===== src/sv/swlc_pkg.sv =====
package swlc_pkg;

    // window geometry
    localparam int WinBits = 32;
    localparam int PopW    = $clog2(WinBits + 1);

    // field widths
    localparam int OpW   = 2;
    localparam int IdW   = 32;
    localparam int CntW  = 32;
    localparam int IntvW = 16;

    localparam logic [IntvW-1:0] DecayIntvReset = 16'd32;

    // opcodes of the input transaction
    localparam logic [OpW-1:0] OpPacket    = 2'd0;
    localparam logic [OpW-1:0] OpDecay     = 2'd1;
    localparam logic [OpW-1:0] OpFullReset = 2'd2;
    localparam logic [OpW-1:0] OpWinReset  = 2'd3;

    // command queue between front and back
    localparam int QDepth = 2;
    localparam int QPtrW  = $clog2(QDepth);
    localparam int QCntW  = $clog2(QDepth + 1);

    typedef enum logic [1:0] {
        CMD_PACKET,
        CMD_DECAY,
        CMD_FULL_RESET,
        CMD_WIN_RESET
    } cmd_kind_t;

    typedef struct packed {
        cmd_kind_t          kind;
        logic [IdW-1:0]     seq_id;
        logic               id_small;   // id below the window size
    } cmd_t;

    function automatic logic [PopW-1:0] popcount(input logic [WinBits-1:0] v);
        logic [PopW-1:0] n;
        n = '0;
        for (int i = 0; i < WinBits; i++)
        begin
            n = n + PopW'(v[i]);
        end
        return n;
    endfunction

endpackage


===== src/sv/swlc_if.sv =====
interface swlc_pkt_if;
    logic                     valid;
    logic                     ready;
    logic [swlc_pkg::OpW-1:0] opcode;
    logic [swlc_pkg::IdW-1:0] seq_id;

    modport source (output valid, output opcode, output seq_id, input ready);
    modport sink   (input valid, input opcode, input seq_id, output ready);
endinterface

interface swlc_stats_if;
    logic                      valid;
    logic                      ready;
    logic [swlc_pkg::CntW-1:0] received_recent;
    logic [swlc_pkg::CntW-1:0] lost_recent;
    logic [swlc_pkg::CntW-1:0] received_total;
    logic [swlc_pkg::CntW-1:0] lost_total;
    logic [swlc_pkg::IdW-1:0]  newest_id;

    modport source (output valid, output received_recent, output lost_recent,
                    output received_total, output lost_total, output newest_id,
                    input ready);
    modport sink   (input valid, input received_recent, input lost_recent,
                    input received_total, input lost_total, input newest_id,
                    output ready);
endinterface

interface swlc_cfg_if;
    logic                       valid;
    logic                       ready;
    logic [swlc_pkg::IntvW-1:0] data;

    modport source (output valid, output data, input ready);
    modport sink   (input valid, input data, output ready);
endinterface


===== src/sv/swlc_front.sv =====
module swlc_front (
    swlc_pkt_if.sink        pkt,
    output logic            push_valid,
    output swlc_pkg::cmd_t  push_cmd,
    input  logic            push_ready
);
    import swlc_pkg::*;

    assign pkt.ready  = push_ready;
    assign push_valid = pkt.valid;

    always_comb
    begin
        push_cmd.seq_id   = pkt.seq_id;
        push_cmd.id_small = (pkt.seq_id < IdW'(WinBits));
        case (pkt.opcode)
            OpPacket:    push_cmd.kind = CMD_PACKET;
            OpDecay:     push_cmd.kind = CMD_DECAY;
            OpFullReset: push_cmd.kind = CMD_FULL_RESET;
            OpWinReset:  push_cmd.kind = CMD_WIN_RESET;
            default:     push_cmd.kind = CMD_PACKET;
        endcase
    end

endmodule


===== src/sv/swlc_queue.sv =====
module swlc_queue (
    input  logic            clk,
    input  logic            rst_n,
    input  logic            push_valid,
    input  swlc_pkg::cmd_t  push_cmd,
    output logic            push_ready,
    output logic            pop_valid,
    output swlc_pkg::cmd_t  pop_cmd,
    input  logic            pop_ready
);
    import swlc_pkg::*;

    cmd_t              entry_reg [QDepth];
    logic [QPtrW-1:0]  wr_ptr_reg, wr_ptr_next;
    logic [QPtrW-1:0]  rd_ptr_reg, rd_ptr_next;
    logic [QCntW-1:0]  count_reg, count_next;
    logic              push, pop;

    assign push_ready = (count_reg != QCntW'(QDepth));
    assign pop_valid  = (count_reg != '0);
    assign pop_cmd    = entry_reg[rd_ptr_reg];
    assign push       = push_valid && push_ready;
    assign pop        = pop_valid && pop_ready;

    always_comb
    begin
        wr_ptr_next = wr_ptr_reg;
        rd_ptr_next = rd_ptr_reg;
        count_next  = count_reg;
        if (push)
        begin
            wr_ptr_next = (wr_ptr_reg == QPtrW'(QDepth - 1)) ? '0 : wr_ptr_reg + 1'b1;
        end
        if (pop)
        begin
            rd_ptr_next = (rd_ptr_reg == QPtrW'(QDepth - 1)) ? '0 : rd_ptr_reg + 1'b1;
        end
        if (push && !pop)
        begin
            count_next = count_reg + 1'b1;
        end
        else if (pop && !push)
        begin
            count_next = count_reg - 1'b1;
        end
    end

    always_ff @(posedge clk or negedge rst_n)
    begin
        if (!rst_n)
        begin
            wr_ptr_reg <= '0;
            rd_ptr_reg <= '0;
            count_reg  <= '0;
        end
        else
        begin
            wr_ptr_reg <= wr_ptr_next;
            rd_ptr_reg <= rd_ptr_next;
            count_reg  <= count_next;
        end
    end

    always_ff @(posedge clk)
    begin
        if (push)
        begin
            entry_reg[wr_ptr_reg] <= push_cmd;
        end
    end

    a_count_bound: assert property (@(posedge clk) disable iff (!rst_n)
        count_reg <= QCntW'(QDepth))
        else $error("command queue over depth");

    a_count_track: assert property (@(posedge clk) disable iff (!rst_n)
        (push && !pop) |=> count_reg == $past(count_reg) + 1'b1)
        else $error("command queue count lost a push");

    a_full_blocks_push: assert property (@(posedge clk) disable iff (!rst_n)
        (count_reg == QCntW'(QDepth)) |-> !push)
        else $error("push accepted into a full command queue");

endmodule


===== src/sv/swlc_back.sv =====
module swlc_back (
    input  logic            clk,
    input  logic            rst_n,
    input  logic            cmd_valid,
    input  swlc_pkg::cmd_t  cmd,
    output logic            cmd_ready,
    swlc_cfg_if.sink        cfg,
    swlc_stats_if.source    stats
);
    import swlc_pkg::*;

    logic [IntvW-1:0]   decay_intv_reg;
    logic [WinBits-1:0] win_reg, win_next;
    logic [IdW-1:0]     newest_reg, newest_next;
    logic [IdW-1:0]     last_decay_reg, last_decay_next;
    logic [CntW-1:0]    rx_recent_reg, rx_recent_next;
    logic [CntW-1:0]    lost_recent_reg, lost_recent_next;
    logic [CntW-1:0]    rx_total_reg, rx_total_next;
    logic [CntW-1:0]    lost_total_reg, lost_total_next;
    logic               out_valid_reg, out_valid_next;

    logic               pop;
    logic               newer;
    logic [IdW-1:0]     age_new, age_old, passed;
    logic [WinBits-1:0] leaving;
    logic [PopW-1:0]    rx_near, rx_all;
    logic [CntW-1:0]    add_rx, add_lost;

    assign cfg.ready   = 1'b1;
    assign cmd_ready   = !out_valid_reg || stats.ready;
    assign pop         = cmd_valid && cmd_ready;
    assign stats.valid = out_valid_reg;

    assign newer   = (cmd.seq_id > newest_reg);
    assign age_new = cmd.seq_id - newest_reg;
    assign age_old = newest_reg - cmd.seq_id;
    assign passed  = newest_reg - last_decay_reg;
    assign leaving = win_reg >> (IdW'(WinBits) - age_new);
    assign rx_near = popcount(leaving);
    assign rx_all  = popcount(win_reg);

    always_comb
    begin
        win_next         = win_reg;
        newest_next      = newest_reg;
        last_decay_next  = last_decay_reg;
        rx_recent_next   = rx_recent_reg;
        lost_recent_next = lost_recent_reg;
        rx_total_next    = rx_total_reg;
        lost_total_next  = lost_total_reg;
        add_rx           = '0;
        add_lost         = '0;
        case (cmd.kind)
            CMD_PACKET:
            begin
                if (newer)
                begin
                    if (age_new < IdW'(WinBits))
                    begin
                        add_rx   = CntW'(rx_near);
                        add_lost = age_new - CntW'(rx_near);
                        win_next = win_reg << age_new;
                    end
                    else
                    begin
                        add_rx = CntW'(rx_all);
                        if (age_new >= IdW'(2 * WinBits))
                        begin
                            // beyond the flushed window the gap is all loss
                            add_lost = age_new - CntW'(WinBits) - CntW'(rx_all);
                            win_next = '0;
                        end
                        else
                        begin
                            add_lost = CntW'(WinBits) - CntW'(rx_all);
                            win_next = WinBits'(1) << (age_new - IdW'(WinBits));
                        end
                    end
                    win_next[0]      = 1'b1;
                    newest_next      = cmd.seq_id;
                    rx_recent_next   = rx_recent_reg + add_rx;
                    rx_total_next    = rx_total_reg + add_rx;
                    lost_recent_next = lost_recent_reg + add_lost;
                    lost_total_next  = lost_total_reg + add_lost;
                    if (cmd.id_small)
                    begin
                        rx_recent_next   = '0;
                        lost_recent_next = '0;
                        rx_total_next    = '0;
                        lost_total_next  = '0;
                    end
                end
                else if (age_old < IdW'(WinBits))
                begin
                    win_next = win_reg | (WinBits'(1) << age_old);
                end
            end
            CMD_DECAY:
            begin
                if (passed >= IdW'(decay_intv_reg))
                begin
                    rx_recent_next   = rx_recent_reg >> 1;
                    lost_recent_next = lost_recent_reg >> 1;
                    last_decay_next  = newest_reg;
                end
            end
            CMD_FULL_RESET:
            begin
                rx_recent_next   = '0;
                lost_recent_next = '0;
                rx_total_next    = '0;
                lost_total_next  = '0;
                win_next         = '0;
                newest_next      = '0;
                last_decay_next  = '0;
            end
            CMD_WIN_RESET:
            begin
                win_next        = '0;
                newest_next     = '0;
                last_decay_next = '0;
            end
            default:
            begin
                win_next = win_reg;
            end
        endcase
    end

    always_comb
    begin
        if (pop)
        begin
            out_valid_next = 1'b1;
        end
        else if (stats.ready)
        begin
            out_valid_next = 1'b0;
        end
        else
        begin
            out_valid_next = out_valid_reg;
        end
    end

    always_ff @(posedge clk or negedge rst_n)
    begin
        if (!rst_n)
        begin
            decay_intv_reg  <= DecayIntvReset;
            win_reg         <= '0;
            newest_reg      <= '0;
            last_decay_reg  <= '0;
            rx_recent_reg   <= '0;
            lost_recent_reg <= '0;
            rx_total_reg    <= '0;
            lost_total_reg  <= '0;
            out_valid_reg   <= 1'b0;
        end
        else
        begin
            if (cfg.valid)
            begin
                decay_intv_reg <= cfg.data;
            end
            if (pop)
            begin
                win_reg         <= win_next;
                newest_reg      <= newest_next;
                last_decay_reg  <= last_decay_next;
                rx_recent_reg   <= rx_recent_next;
                lost_recent_reg <= lost_recent_next;
                rx_total_reg    <= rx_total_next;
                lost_total_reg  <= lost_total_next;
            end
            out_valid_reg <= out_valid_next;
        end
    end

    // result payload, loaded with the state after each command
    always_ff @(posedge clk)
    begin
        if (pop)
        begin
            stats.received_recent <= rx_recent_next;
            stats.lost_recent     <= lost_recent_next;
            stats.received_total  <= rx_total_next;
            stats.lost_total      <= lost_total_next;
            stats.newest_id       <= newest_next;
        end
    end

    a_full_reset_clears: assert property (@(posedge clk) disable iff (!rst_n)
        (pop && cmd.kind == CMD_FULL_RESET) |=>
            (rx_total_reg == '0 && lost_total_reg == '0 && newest_reg == '0))
        else $error("full reset left state behind");

    a_newer_marks_bit0: assert property (@(posedge clk) disable iff (!rst_n)
        (pop && cmd.kind == CMD_PACKET && newer) |=>
            (win_reg[0] && newest_reg == $past(cmd.seq_id)))
        else $error("newer packet not recorded as newest");

    a_newest_monotonic: assert property (@(posedge clk) disable iff (!rst_n)
        (pop && cmd.kind == CMD_PACKET) |=> newest_reg >= $past(newest_reg))
        else $error("newest id went backwards on a packet");

    a_result_after_pop: assert property (@(posedge clk) disable iff (!rst_n)
        (!out_valid_reg && !pop) |=> !out_valid_reg)
        else $error("result shown without a command");

endmodule


===== src/sv/sliding_window_loss_counter.sv =====
// sliding window packet loss counter
// path: an accepted input transaction is written into the command queue register,
//   then the back end applies it and loads the output register with the result
// throughput: one transaction per cycle while the stats receiver keeps up; the
//   window shift, popcount and counter update in the back end are combinational
// reset: asynchronous active low; state clears at once, decay_interval returns to 32
module sliding_window_loss_counter (
    input  logic          clk,
    input  logic          rst_n,
    swlc_pkt_if.sink      pkt,
    swlc_cfg_if.sink      cfg,
    swlc_stats_if.source  stats
);
    import swlc_pkg::*;

    // front to queue
    logic  push_valid;
    logic  push_ready;
    cmd_t  push_cmd;

    // queue to back
    logic  cmd_valid;
    logic  cmd_ready;
    cmd_t  cmd;

    // front: takes each packet transaction and decodes the opcode into a command,
    // flagging ids that sit below the window size
    swlc_front u_front (
        .pkt        (pkt),
        .push_valid (push_valid),
        .push_cmd   (push_cmd),
        .push_ready (push_ready)
    );

    // two-entry command queue so the front keeps accepting while the back stalls, until it is full
    swlc_queue u_queue (
        .clk        (clk),
        .rst_n      (rst_n),
        .push_valid (push_valid),
        .push_cmd   (push_cmd),
        .push_ready (push_ready),
        .pop_valid  (cmd_valid),
        .pop_cmd    (cmd),
        .pop_ready  (cmd_ready)
    );

    // back: owns the bitmap, offsets, counters and decay interval, applies one
    // command per cycle unless a stalled result blocks it, parks the snapshot
    // in the output register, takes the next command in the cycle the result leaves
    swlc_back u_back (
        .clk       (clk),
        .rst_n     (rst_n),
        .cmd_valid (cmd_valid),
        .cmd       (cmd),
        .cmd_ready (cmd_ready),
        .cfg       (cfg),
        .stats     (stats)
    );

endmodule


===== src/flat_wrapper.sv =====
// flat-port wrapper written by rule: the top's interface ports become plain ports
module sliding_window_loss_counter_flat import swlc_pkg::*;
  (clk, rst_n, pkt_valid, pkt_opcode, pkt_seq_id, pkt_ready, cfg_valid, cfg_data, cfg_ready, stats_valid, stats_received_recent, stats_lost_recent, stats_received_total, stats_lost_total, stats_newest_id, stats_ready);
  swlc_pkt_if pkt_i ();
  swlc_cfg_if cfg_i ();
  swlc_stats_if stats_i ();
  input  logic clk;
  input  logic rst_n;
  input wire logic [$bits(pkt_i.valid)-1:0] pkt_valid;
  input wire logic [$bits(pkt_i.opcode)-1:0] pkt_opcode;
  input wire logic [$bits(pkt_i.seq_id)-1:0] pkt_seq_id;
  output wire logic [$bits(pkt_i.ready)-1:0] pkt_ready;
  input wire logic [$bits(cfg_i.valid)-1:0] cfg_valid;
  input wire logic [$bits(cfg_i.data)-1:0] cfg_data;
  output wire logic [$bits(cfg_i.ready)-1:0] cfg_ready;
  output wire logic [$bits(stats_i.valid)-1:0] stats_valid;
  output wire logic [$bits(stats_i.received_recent)-1:0] stats_received_recent;
  output wire logic [$bits(stats_i.lost_recent)-1:0] stats_lost_recent;
  output wire logic [$bits(stats_i.received_total)-1:0] stats_received_total;
  output wire logic [$bits(stats_i.lost_total)-1:0] stats_lost_total;
  output wire logic [$bits(stats_i.newest_id)-1:0] stats_newest_id;
  input wire logic [$bits(stats_i.ready)-1:0] stats_ready;
  assign pkt_i.valid = pkt_valid;
  assign pkt_i.opcode = pkt_opcode;
  assign pkt_i.seq_id = pkt_seq_id;
  assign pkt_ready = pkt_i.ready;
  assign cfg_i.valid = cfg_valid;
  assign cfg_i.data = cfg_data;
  assign cfg_ready = cfg_i.ready;
  assign stats_valid = stats_i.valid;
  assign stats_received_recent = stats_i.received_recent;
  assign stats_lost_recent = stats_i.lost_recent;
  assign stats_received_total = stats_i.received_total;
  assign stats_lost_total = stats_i.lost_total;
  assign stats_newest_id = stats_i.newest_id;
  assign stats_i.ready = stats_ready;
  sliding_window_loss_counter u_core (.clk(clk), .rst_n(rst_n), .pkt(pkt_i), .cfg(cfg_i), .stats(stats_i));
endmodule

===== config.mk =====
export PLATFORM = sky130hd
export DESIGN_NAME = sliding_window_loss_counter_flat
export DESIGN_NICKNAME = d
export VERILOG_FILES = /design/src/sv/swlc_pkg.sv /design/src/sv/swlc_if.sv /design/src/sv/swlc_front.sv /design/src/sv/swlc_queue.sv /design/src/sv/swlc_back.sv /design/src/sv/sliding_window_loss_counter.sv /design/src/flat_wrapper.sv
export SDC_FILE = /design/constraint.sdc
export NUM_CORES = 2
export LEC_CHECK = 0
export BUFFER_PORTS_ARGS = -buffer_cell sky130_fd_sc_hd__buf_4
export CORE_ASPECT_RATIO = 0.75
export CORE_MARGIN = 5
export CORE_UTILIZATION = 45
export CTS_CLUSTER_SIZE = 25
export DETAILED_ROUTE_END_ITERATION = 8
export GPL_TIMING_DRIVEN = 0
export PLACE_DENSITY = 0.67
export SYNTH_ARGS = -nofsm -noshare
export SYNTH_HDL_FRONTEND = slang
export SYNTH_HIERARCHICAL = 1
export SYNTH_SLANG_ARGS = --single-unit

===== constraint.sdc =====
create_clock -name clk -period 16.3 [get_ports clk]
set_input_delay 0 -clock clk [delete_from_list [all_inputs] [get_ports clk]]
set_output_delay 0 -clock clk [all_outputs]
set_load 0.1 [all_outputs]

; ---- Yosys cells after proc, flatten, opt, wreduce, memory -nomap -nowiden
; Memory sizes are Yosys's and may differ from the RTL's.
; Index checks and enable logic that the tools add are counted.
[word_totals]
regBits = 405
mem_bits_rw = 70
input_bits = 55
output_inout_bits = 163
elab_cells = 173
mem_count = 1
[classes]
addsub = 78
order_cmp = 6
eq_ne = 9
shifts = 4
muxes = 39
n_bitwise = 1
reduce_logical = 18
[memory_table]
columns = name, words, word_bits, read_ports, rd_ports_with_merged_regs, write_ports, line
row1 = u_core.u_queue.entry_reg, 2, 35, 1, 0, 1, swlc_queue.sv:13  ; cmd_t entry_reg [QDepth];
[op_table]
columns = operator, count
row1 = two-way mux 32 bit, 22
row2 = one-hot mux 32 bit (2 select lines), 5
row3 = adder 6 x 1 -> 6 bit, 52
row4 = one-hot mux 32 bit (3 select lines), 2
row5 = adder 32 bit, 4
row6 = < comparator 32 x 6 -> 1 bit (second input constant), 3
row7 = subtractor 32 bit, 3
row8 = left shift 1 x 32 -> 32 bit (first input constant), 2
row9 = subtractor 32 x 6 -> 32 bit, 2
row10 = >= comparator 32 x 16 -> 1 bit, 1
row11 = >= comparator 32 x 7 -> 1 bit (second input constant), 1
row12 = > comparator 32 bit, 1
row13 = bitwise OR 32 bit, 1
row14 = left shift 32 x 32 -> 32 bit, 1
row15 = right shift 32 x 32 -> 32 bit, 1
row16 = subtractor 32 x 6 -> 32 bit (second input constant), 1
row17 = subtractor 6 x 32 -> 32 bit (first input constant), 1
row18 = adder 5 x 1 -> 6 bit, 2
row19 = adder 4 x 1 -> 5 bit, 2
row20 = nonzero test 2 bit, 5
row21 = adder 3 x 1 -> 4 bit, 2
row22 = equality test 2 bit (second input constant), 4
row23 = one-hot mux 2 bit (4 select lines), 1
row24 = subtractor 6 x 6 -> 7 bit (first input constant), 1
row25 = other kinds (17), 35

; ---- Depth between registers and ports, before layout
; An unclocked memory read counts as a cell.
[depth]
word_depth = 43
ltp_mapped = 64
ltp_nobuf = 59

; ---- Cells and area by module
; Netlist, hierarchy kept.
[modules_own_cells]
columns = mod, instances, cells_per_inst, area_per_inst_um2, seq_area_each_um2
row1 = swlc_back, 1, 4412, 35815.6, 10836.6
row2 = swlc_queue, 1, 127, 2870.3, 2202.1
row3 = swlc_front, 1, 46, 326.6, 0.0

; ---- Worst setup path after synthesis
; No wires, ideal clock.
[synth_path]
kind = register to register
startpoint = reg u_core.u_queue.rd_ptr_reg
endpoint = reg u_core.u_back.lost_total_reg[31]
setup_time_ps = 124
arrival_ps = 14216
t_required_ps = 16176
path_slack_ps = 1960
stages_incl_launch_ff = 62
n_path_buf = 7
synth_period_minus_slack_ps = 14340
cell_sequence = dfrtp_1 buf_6 buf_12 mux2_4 inv_1 ha_1 buf_4 o21a_1 o21a_1 nor4b_1 or3_1 clkbuf_1 ha_1 a41oi_1 or2b_1 nand2b_1 or3_1 mux2i_1 (+26 left out) clkbuf_1 o21ai_0 ha_1 a21o_1 a21o_1 a2111oi_0 nand2_1 and3_1 a21oi_1 a2111oi_0 o31ai_1 a21o_1 nand2_1 a41oi_1 a21oi_1 or4_4 and4_1 a211o_1
[synth_rtl]
columns = item, line
row1 = from (decl), swlc_queue.sv:15  ; logic [QPtrW-1:0] rd_ptr_reg, rd_ptr_next;
row2 = from (signal assigned), swlc_queue.sv:59  ; rd_ptr_reg <= rd_ptr_next;
row3 = to (signal assigned), swlc_back.sv:174  ; lost_total_reg <= lost_total_next;
row4 = to (decl), swlc_back.sv:19  ; logic [CntW-1:0] lost_total_reg, lost_total_next;

==> results.toml <==
[status]
status = "complete, no violations"

[sta]
finalHoldViolations = 0
worstMarginPinSlew_ns = 1.28
max_freq_ghz = 0.0642
fin_ws_ns = 0.720
setup_tns_ns = 0
holdWs_ns = 0.0294
setup_viol = 0
finalCritPeriodShare_pct = 95.6
skew_ns = 0.0456
relSlewSlack_pct = 14.7
slew_violations = 0
fin_crit_ns = 15.58
rsz0062_at_grt = "false"

[floorplan]
start_util_pct = 45.4
std_cell_rows = 93
die_width_um = 350
die-height_um = 265
ios = 218
core_sq_mm = 0.0859
die_area_sq_mm = 0.0927

[synthesis]
synth_edf_count = 230
netlist_area_sq_mm = 0.0390
avgSynthCellArea_sq_um = 8.51
async_flop_share_pct = 51.6
ys.flop_type = "dfrtp_1"
synth_cell_type_count = 100
netlist_instances = 4585
synth_fp_nets = 4914
ys_seq_area_share_pct = 33.4
ys_warn_count = 6
synth-seq-cells = 475

[critical_path]
worst_ep_required_time_ns = 16.69
worst_path_max_delay_cell = "fa_1"
path_delay_family = "adder cells"
worstRegToRegCells = 59
worstPathArrival_ns = 15.97
crit_fanout = 10
crit_buf_inv = 10
path_depth = 59
end_kind = "register"
startpoint_type = "register"
crit_type = "reg -> reg"
path_common_cell = "fa_1"
slowest_delay_ns = 0.54

[global_routing]
antenna_found_initial = 3
grt_use_total_pct = 29.5
grt_max_degree = 89
grt_pass1_vias = 35100
grt_overflow = 0
grt_first_pass_wirelength_um = 214000

[routing]
wl_per_cell_um = 23.2
vias_per_cell = 6.18
drtIter0Drc = 4985
vias = 37800
drt_first_pass_iters = 9
routed_wl_um = 142000
drc_errors = 0
ant_nets = 0

[clock_tree]
clockBufferDepth = 3
clk_pin_slew_ns = 0.07
root_buffer = "clkbuf_16"
clk_latency_ns = 0.65
cts_max_level = 2
clock_sinks = 475
cts_tree = "yes"
cts_made_buffers = 50

[finish]
n_fill_cell = 8024
layout.nets = 5274
final_cell_mix = "nand2_1 (627), o21ai_0 (391), a21oi_1 (362)"
area_delta_synth_final_pct = 15.1
drive_above_1_share_pct = 10.8
final_common_cell = "nand2_1"
stdcell_count = 6129
largest_reg_flops = 70

[place]
hpwl_um = 110000
gp_congestion = 1.04
io_buffers = 208
pre_cts_ws_ns = -1.18
placedCellCount = 5943

[min_path]
worstHoldPathType = "in -> reg"
whs_path_depth = 3

[flow_run]
max_cap_viol_count = 0
[cell usage after synthesis, types with 13 or more instances]
master / number / area share [%]
o21a_1: 33 / 0.64
a31oi_1: 63 / 1.0
o211ai_1: 29 / 0.56
buf_1: 31 / 0.30
or3_1: 32 / 0.51
xnor2_1: 125 / 2.8
edfxtp_1: 230 / 18
mux2i_1: 84 / 2.2
o21bai_1: 27 / 0.52
fa_1: 57 / 2.9
nor2b_1: 31 / 0.50
or4_1: 13 / 0.25
a221o_1: 23 / 0.59
o21ai_0: 395 / 5.1
a22oi_1: 63 / 1.2
and3_1: 58 / 0.93
nand2b_1: 35 / 0.56
nand2_1: 631 / 6.1
clkbuf_1: 202 / 1.9
nand4_1: 55 / 0.88
dfrtp_1: 244 / 16
nor2_1: 328 / 3.2
or2_2: 18 / 0.29
buf_2: 21 / 0.27
nor3_1: 111 / 1.4
and2_1: 37 / 0.59
mux2_4: 29 / 1.1
o31ai_1: 34 / 0.65
inv_1: 261 / 2.5
o22ai_1: 32 / 0.51
xor2_1: 64 / 1.4
buf_4: 36 / 0.69
a21o_1: 86 / 1.7
nor4_1: 24 / 0.38
a211oi_1: 44 / 0.85
mux4_2: 24 / 1.4
a22o_1: 70 / 1.6
ha_1: 217 / 7.0
a21oi_1: 364 / 4.7
mux2_2: 33 / 0.95
nand3_1: 75 / 0.96
[per-layer routing]
metal | vias up | global-route usage, % | part of all wire, %
li1 | 17300 | - | -
met1 | 18200 | 43.6 | 43
met2 | 2063 | 42.5 | 41
met3 | 268 | 7.93 | 12
met4 | 4 | 8.33 | 3.2
met5 | - | 0.816 | 0.082
[final timing paths]
| kind | from | end | slack [ns] |
|---|---|---|---|
| worst max-delay path | u_core/u_queue/rd_ptr_reg | u_core/u_back/stats.lost_total[31] | 0.72 |
| worst min-delay path | stats_ready | u_core/u_back/stats.valid | 0.03 |
| worst max register to register | u_core/u_queue/rd_ptr_reg | u_core/u_back/stats.lost_total[31] | 0.72 |
| worst min register to register | u_core/u_queue/count_reg[1] | u_core/u_queue/count_reg[1] | 0.49 |
| max in group asynchronous | rst_n | u_core/u_back/decay_intv_reg[6] | 14.08 |
| min in group asynchronous | rst_n | u_core/u_back/decay_intv_reg[9] | 0.47 |
[through the flow]
step / cell area, sq um / utilization (%)
finish: 44900 / 52.3
global route: 44900 / 52.3
CTS: 44800 / 52.2
detailed placement: 42200 / 49.2
global placement: 42000 / 48.9
floorplan: 39000 / -
[area by class of cell]
type | instances | area, sq um | area share, %
tap | 1140 | 1430 | 3.18
timing repair buffer | 310 | 2650 | 5.91
sequential | 475 | 13000 | 29.0
clock inverter | 34 | 377 | 0.839
clock buffer | 60 | 1300 | 2.89
antenna | 2 | 5.00 | 0.0111
buffer | 295 | 1360 | 3.02
multi-input combinational | 3549 | 23800 | 52.9
inverter | 264 | 991 | 2.21
[tightest hold or removal path, stage by stage]
cell	delay [ns]
buf_4	0.07
nand2b_1	0.44
nand2b_1	0.10
[kinds of logic after synthesis]
logic type,Yosys count,synth area share [%]
fa+ha+maj,274,9.88
mux,170,5.61
flops,475,33.4
other cells,1,0.00961
buf+inv,561,6.00
compound gates,1410,23.0
simple gates,1505,17.8
xor+xnor,189,4.24
[timing repair]
| item | CTS | global route |
|---|---|---|
| endpoints found under the hold margin | 317 | 0 |
| setup endpoints to repair | 33 | 34 |
| gates resized for setup | 12 | 27 |
| hold buffers | 84 | 0 |
| buffers inserted | 3 | 5 |
| cloned | 0 | 0 |
| pin swaps | 2 | 1 |
Power is left out: the tool's default activity adds up to more than one toggle a clock period on the data nets, which glitch-free logic cannot reach.
